--- src/hdl/gbc_pkg.sv ---
// Shared constants, types and table functions for the geofence breach check.
`timescale 1ns / 1ps
package gbc_pkg;

	localparam int CORDIC_STAGES_DEF = 24;
	localparam int ANGLE_FRAC_BITS   = 30;

	// CORDIC datapath widths: x/y hold up to gain*2^30, z up to pi/2 in Q30
	localparam int XW = 33;
	localparam int ZW = 33;
	// sqrt of a Q60 value: one stage per result bit
	localparam int SQRT_STAGES = ANGLE_FRAC_BITS + 1;

	localparam logic signed [XW-1:0] ONE_X = XW'(64'd1 << ANGLE_FRAC_BITS);

	localparam logic [63:0] PI_Q61 = 64'h6487ED5110B4611A;
	localparam logic [31:0] PI_FX  = 32'(((PI_Q61 >> 30) + 64'd1) >> 1);

	localparam logic [31:0] DIV_HALF = 32'd3600000000;
	localparam logic [31:0] DIV_FULL = 32'd1800000000;
	// floor(PI_FX * 2^32 / D): estimate is never high and at most one low
	localparam logic [32:0] RECIP_HALF = 33'({PI_FX, 32'd0} / {32'd0, DIV_HALF});
	localparam logic [32:0] RECIP_FULL = 33'({PI_FX, 32'd0} / {32'd0, DIV_FULL});

	localparam logic [25:0] EARTH_R_DM = 26'd63710000;
	localparam logic [28:0] THR_RECIP  = 29'((64'd1 << 54) / 64'd63710000);

	typedef enum logic [1:0] {
		CFG_ENABLED = 2'd0,
		CFG_LAT     = 2'd1,
		CFG_LON     = 2'd2,
		CFG_RADIUS  = 2'd3
	} gbc_cfg_idx_t;

	typedef struct packed {
		logic vld;
		logic chk;
	} gbc_ctl_t;

	// restoring long division, only used while building constant tables
	function automatic longint unsigned udiv64(input longint unsigned n,
		input longint unsigned d);
		longint unsigned quo;
		longint unsigned rem;
		int              b;
		quo = 0;
		rem = 0;
		for (b = 63; b >= 0; b--) begin
			rem = {rem[62:0], n[b]};
			if (rem >= d) begin
				rem    = rem - d;
				quo[b] = 1'b1;
			end
		end
		return quo;
	endfunction

	// atan(2^-i) in Q30, from the alternating series in Q61
	function automatic logic [31:0] atan_fx(input int i);
		longint v;
		longint t;
		int     k;
		int     sgn;
		v   = 0;
		sgn = 1;
		if (i == 0) begin
			v = longint'(PI_Q61 >> 2);
		end else begin
			for (k = 1; k * i <= 61; k += 2) begin
				t = longint'(udiv64(64'd1 << (61 - k * i), 64'(k)));
				v = (sgn > 0) ? v + t : v - t;
				sgn = -sgn;
			end
		end
		return 32'((v + (64'sd1 << 30)) >>> 31);
	endfunction

	// squared inverse CORDIC gain in Q30
	function automatic logic [29:0] g2_fx(input int n);
		longint unsigned q;
		int              i;
		q = 64'd1 << 62;
		for (i = 0; i < n; i++) begin
			q = q - udiv64(q, (64'd1 << (2 * i)) + 64'd1);
		end
		return 30'((q + 64'd2147483648) >> 32);
	endfunction

endpackage

--- src/hdl/gbc_isqrt.sv ---
// Pipelined floor square root of a Q60 value, one result bit per stage.
`timescale 1ns / 1ps
module gbc_isqrt import gbc_pkg::*; (
	input  logic                       clk,
	input  logic                       adv,
	input  logic [2*SQRT_STAGES-2:0]   v_in,
	output logic [SQRT_STAGES-1:0]     root
);

	localparam int W = 2 * SQRT_STAGES;

	logic [W-1:0] v_s [SQRT_STAGES];
	logic [W-1:0] r_s [SQRT_STAGES];

	for (genvar k = 0; k < SQRT_STAGES; k++) begin : g_stage
		localparam logic [W-1:0] BIT = W'(1) << (W - 2 - 2 * k);
		logic [W-1:0] vp;
		logic [W-1:0] rp;
		logic [W-1:0] trial;

		if (k == 0) begin : g_first
			assign vp = W'(v_in);
			assign rp = '0;
		end else begin : g_next
			assign vp = v_s[k-1];
			assign rp = r_s[k-1];
		end

		assign trial = rp + BIT;

		always_ff @(posedge clk) begin
			if (adv) begin
				if (vp >= trial) begin
					v_s[k] <= vp - trial;
					r_s[k] <= (rp >> 1) + BIT;
				end else begin
					v_s[k] <= vp;
					r_s[k] <= rp >> 1;
				end
			end
		end
	end

	assign root = r_s[SQRT_STAGES-1][SQRT_STAGES-1:0];

endmodule

--- config.mk ---
export PLATFORM = sky130hd
export DESIGN_NAME = gbc_isqrt
export DESIGN_NICKNAME = d
export VERILOG_FILES = /design/src/hdl/gbc_pkg.sv /design/src/hdl/gbc_isqrt.sv
export SDC_FILE = /design/constraint.sdc
export NUM_CORES = 2
export LEC_CHECK = 0
export BUFFER_PORTS_ARGS = -buffer_cell sky130_fd_sc_hd__buf_2
export CAP_MARGIN = 20
export CORE_ASPECT_RATIO = 0.8
export CORE_MARGIN = 5
export CORE_UTILIZATION = 30
export CTS_BUF_LIST = sky130_fd_sc_hd__clkbuf_2
export DETAILED_ROUTE_END_ITERATION = 8
export PLACE_DENSITY_LB_ADDON = 0.08
export SYNTH_ARGS = -nofsm -noshare
export SYNTH_HDL_FRONTEND = slang
export SYNTH_SLANG_ARGS = --single-unit
--- constraint.sdc ---
create_clock -name clk -period 5.1 [get_ports clk]
set_input_delay 0.255 -clock clk [delete_from_list [all_inputs] [get_ports clk]]
set_output_delay 0.255 -clock clk [all_outputs]
set_load 0.02 [all_outputs]
# Yosys cells after proc, flatten, opt, wreduce, memory -nomap -nowiden
# Memory sizes are Yosys's and may differ from the RTL's.
# Index checks and enable logic that the tools add are counted.
word_totals:
  ff_bits: 0
  mem_bits_rw: 3844
  in_bits: 63
  output_inout_bits: 31
  elab_cells: 434
  mem_count: 2
op_classes:
  addsub: 91
  n_lt_le_gt_ge: 31
  mux: 248
  bitwise: 62
mem_list:
  columns: ["name", "depth", "word_bits", "read_ports", "rd_clocked_by_memory_dff", "wr", "line", "source"]
  rows:
  - ["r_s", 31, 62, 31, 0, 31, "gbc_isqrt.sv:13", "logic [W-1:0] r_s [SQRT_STAGES];"]
  - ["v_s", 31, 62, 30, 0, 31, "gbc_isqrt.sv:12", "logic [W-1:0] v_s [SQRT_STAGES];"]
ops:
  columns: ["cell", "count"]
  rows:
  - ["2-to-1 mux 62 bit", 62]
  - ["greater-or-equal comparator 62 bit", 30]
  - ["subtractor 62 bit", 30]
  - ["2-to-1 mux 1 bit", 186]
  - ["adder 61 x 1 -> 62 bit, second input constant", 1]
  - ["adder 61 x 11 -> 62 bit, second input constant", 1]
  - ["adder 61 x 13 -> 62 bit, second input constant", 1]
  - ["adder 61 x 15 -> 62 bit, second input constant", 1]
  - ["adder 61 x 17 -> 62 bit, second input constant", 1]
  - ["adder 61 x 19 -> 62 bit, second input constant", 1]
  - ["adder 61 x 21 -> 62 bit, second input constant", 1]
  - ["adder 61 x 23 -> 62 bit, second input constant", 1]
  - ["adder 61 x 25 -> 62 bit, second input constant", 1]
  - ["adder 61 x 27 -> 62 bit, second input constant", 1]
  - ["adder 61 x 29 -> 62 bit, second input constant", 1]
  - ["adder 61 x 3 -> 62 bit, second input constant", 1]
  - ["adder 61 x 31 -> 62 bit, second input constant", 1]
  - ["adder 61 x 33 -> 62 bit, second input constant", 1]
  - ["adder 61 x 35 -> 62 bit, second input constant", 1]
  - ["adder 61 x 37 -> 62 bit, second input constant", 1]
  - ["adder 61 x 39 -> 62 bit, second input constant", 1]
  - ["adder 61 x 41 -> 62 bit, second input constant", 1]
  - ["adder 61 x 43 -> 62 bit, second input constant", 1]
  - ["adder 61 x 45 -> 62 bit, second input constant", 1]
  - ["other kinds (43)", 104]

# Logic depth before layout (Yosys ltp)
# An unclocked memory read counts as a cell.
logic_depth:
  depth_word: 7
  mapped_depth: 14
  depth_no_buf: 12

# Worst setup path after synthesis
# OpenSTA, ideal clock, no wires.
synth_timing:
  path_type: "input to register"
  startpoint: "input port adv"
  endpoint: "memory r_s[1][808] in the netlist's numbering, enable pin"
  setup_time_ns: 0.483
  arrival_time_ns: 3.793
  required_ns: 4.617
  setup_slack_ns: 0.823
  cell_stages: 5
  path_buffers: 5
  cell_sequence: "clkbuf_1 > clkbuf_1 > clkbuf_1 > clkbuf_1 > clkbuf_1"
synth_lines:
  columns: ["item", "line", "source"]
  rows:
  - ["start: declaration", "gbc_isqrt.sv:5", "input logic adv,"]
  - ["end: declaration", "gbc_isqrt.sv:13", null]

==> metrics.md <==
| Metric | Value |
|---|---|
| Initial Utilization | `0.3017` |
| Mapped cell area | `114500 sq um` |
| Starting DRC count in detailed routing | `6749` |
| Synth area leaders | `edfxtp_1, ha_1, xnor2_1` |
| Overflow after GRT | `0` |
| Fraction of the cycle the final worst path needs | `0.8712` |
| I/O pin total | `94` |
| Clock Skews | `~150 ps` |
| Worst R2R End | `v_s[1][742]$_DFFE_PP_` |
| H-tree Lvls | `6` |
| Share of layout cells above drive strength 1 | `0.1263` |
| Final WL | `between 300 and 400 mm` |
| Least-Margin Pin Slew | `1120 ps` |
| Worst-path clk slew | `~120 ps` |
| Clock root cell | `clkbuf_2` |
| HP Class | `reg2reg` |
| RSZ-0062 raised after global routing | `false` |
| Critical R2R Launch | `v_s[1][648]$_DFFE_PP_` |
| Detail-routed via count per cell | `4.989` |
| Critical Path Fanout Max | `8` |
| Largest net degree at the start of global routing | `157` |
| Die width | `700.6 microns` |
| Count leader, synth | `edfxtp_1` |
| Gr usage total | `0.1813` |
| Simple-Gate Fraction of Synth Area | `0.1350` |
| First-pass DRT Iterations | `6` |
| XOR/XNOR Fraction of Synth Area | `0.06350` |
| Leakage | `between 0.04 and 0.05 uW` |
| Status | `complete, no violations` |
| Hold Crit Depth | `0` |
| Clock Latency Late Sink | `2140 ps` |
| Detail Route Antenna Nets | `0` |
| Filler instances | `37750` |
| Seq cells post-synth | `between 2000 and 2500` |
| First-pass GRT wire length | `531.6 mm` |
| Power per cell area | `410.3 nW/um^2` |
| DR WL/cell | `23.39 microns` |
| Syn Inst Count | `9293` |
| Critical Path AT | `6290 ps` |
| Via count | `78778` |
| CTS tree | `built` |
| Syn_nets | `slightly below 10000` |
| Synth cell types | `95` |
| Ys flop type | `edfxtp_1` |
| Max cap viols | `0` |
| Final net count | `10807` |
| CTS max path bufs | `4` |
| Multi-input logic area | `40650 sq um` |
| Worst Hold Margin | `386.0 ps` |
| Final hold vios | `0` |
| Die H | `562.5 microns` |
| Cts bufs inserted | `633` |
| Pins Over Slew Limit | `0` |
| EDFF count, synth | `2356` |
| DIE AREA | `394100 sq um` |
| Crit path required time | `6940 ps` |
| CP endpoint kind | `flop` |
| Avg Synthesized Cell Area | `around 12 sq um` |
| Synth Area in Compound Gates | `0.09119` |
| Post-synth top area cell | `edfxtp_1` |
| Initial antenna violation count | `40` |
| Storage element area | `approximately 71000 sq um` |
| Ys async rst share | `0` |
| Synth Area in Adders | `0.05717` |
| Worst slew margin | `0.2533` |
| Core Rows | `202` |
| DP Wirelength | `about 280 mm` |
| Area Overhead vs Synth | `13.87%` |
| Post-CTS resize count | `0` |
| Post-synth top cells | `edfxtp_1, nand2_1, inv_1, nor2_1, a21oi_1` |
| Register area share after synthesis | `0.6180` |
| Clock net sink count | `2356` |
| Flop2flop setup slack | `660 ps` |
| # setup viols final | `0` |
| CP Class | `reg2reg` |
| Ys Warns | `0` |
| Yosys top cell area share | `0.6180` |
| Max rail drop VDD | `approximately 0.21 mV` |
| Vias in the first global route | `76060` |
| Mux share of post-synthesis cell area | `0.007061` |
| Worst Setup EP | `v_s[1][742]$_DFFE_PP_` |
| CORE AREA | `379400 sq um` |
| Gpl congestion | `0.8675` |
| Reg2reg path depth | `10` |
| Final Critical Period | `4443 ps` |
| Setup TNS | `0 ps` |
| Critical path origin | `v_s[1][648]$_DFFE_PP_` |
| Drt drc | `0` |
| Number of port buffers | `93` |
| Setup crit start kind | `flop` |
| Main combinational cell family by area after synthesis | `simple AND/OR/NAND/NOR gates` |
| Max Freq | `225.1 MHz` |
-- cells by family (layout without fill, tap and decap cells) --
family,after synthesis,after routing
xor gates and xnor gates,830,830
other,0,14
muxes,73,73
DFF,2356,2356
adders and majority gates,523,523
and+or+nand+nor,2958,2958
AOI/OAI and AO/OA,1708,1708
buffers and inverters,845,2229
-- report_power, final --
group / switching (uW) / internal (uW)
clock: 8410 / 5300
combinational: 7880 / 4870
sequential: 2540 / 24500
-- sequential cells by signal, indices dropped and copies added, names as in the netlist --
| signal | flops |
|---|---|
| r_s | 496 |
| v_s | 1860 |
-- stage by stage --
stage | area [sq um] | cells | power (uW) | utilization | setup WS, ps
6_report | 130400 | 15791 | 53480 | 0.3436 | 656.6
2_1_floorplan | 114500 | 9293 | 34680 | - | 823.3
4_1_cts | 130300 | 15777 | 54210 | 0.3435 | 659.9
3_5_place_dp | 121600 | 14390 | 39810 | 0.3206 | 689.0
5_1_grt | 130300 | 15779 | 56780 | 0.3435 | 352.5
3_3_place_gp | 121600 | 14388 | 39960 | 0.3206 | 672.6
-- cells in the final DEF (no fill, tap or decap), types with 30 or more instances in the layout --
cell / instances
a211oi_1: 43
a21o_1: 181
a21oi_1: 526
a31oi_1: 47
and2_1: 34
and3_1: 52
buf_2: 94
buf_4: 107
clkbuf_2: 889
clkinv_1: 128
dlygate4sd3_1: 292
edfxtp_1: 2356
ha_1: 523
inv_1: 628
mux2_2: 61
nand2_1: 695
nand2b_1: 122
nand3_1: 162
nand3b_1: 30
nand4_1: 153
nand4b_1: 31
nor2_1: 595
nor2b_1: 78
nor3_1: 261
nor3b_1: 31
nor4_1: 335
nor4b_1: 63
o211ai_1: 36
o21a_1: 93
o21ai_0: 481
o21bai_1: 55
or2_2: 46
or3_1: 102
or4_1: 89
xnor2_1: 428
xor2_1: 402
-- area by class of cell --
cell class,count,share of cell area
Antenna cell,14,0.0002688
Clock inverter,202,0.009263
Inverter,630,0.01814
Clock buffer,889,0.03413
Timing Repair Buffer,508,0.03467
Tap cell,5100,0.04895
Sequential cell,2356,0.5428
Multi-Input combinational cell,6092,0.3118
-- worst min-delay path by stage --
| stage | from | end |
|---|---|---|
| 6_report | v_s[0][454]$_DFFE_PP_ | v_s[0][516]$_DFFE_PP_ |
| 2_1_floorplan | v_in[0] | v_s[0][0]$_DFFE_PP_ |
| 5_1_grt | v_in[54] | v_s[0][54]$_DFFE_PP_ |
| 4_1_cts | v_in[12] | v_s[0][12]$_DFFE_PP_ |
| 3_3_place_gp | r_s[1][574]$_DFFE_PP_ | r_s[1][635]$_DFFE_PP_ |
| 3_5_place_dp | r_s[1][754]$_DFFE_PP_ | r_s[1][815]$_DFFE_PP_ |
-- metal layers --
metal,vias up,GRT usage,share of wire
li1,37003,-,-
met1,38740,0.2975,0.53
met2,2533,0.2412,0.39
met3,488,0.03131,0.060
met4,14,0.04151,0.019
met5,-,0,0.00026
-- critical path: stages, from the launching register on --
cell and delay (ps):
edfxtp_1 470, ha_1 470, nand4_1 200, nor3_1 650
nand4_1 310, o311ai_1 490, a311oi_4 110, or2_2 360
nor2_1 570, nand3_1 180, xnor2_1 350
-- what timing repair did --
| item | CTS | global route |
|---|---|---|
| hold buffers | 296 | 0 |
| setup buffers | 0 | 0 |
| hold endpoints to repair | 3237 | 0 |
No activity file was read; power rests on OpenSTA's default activity.
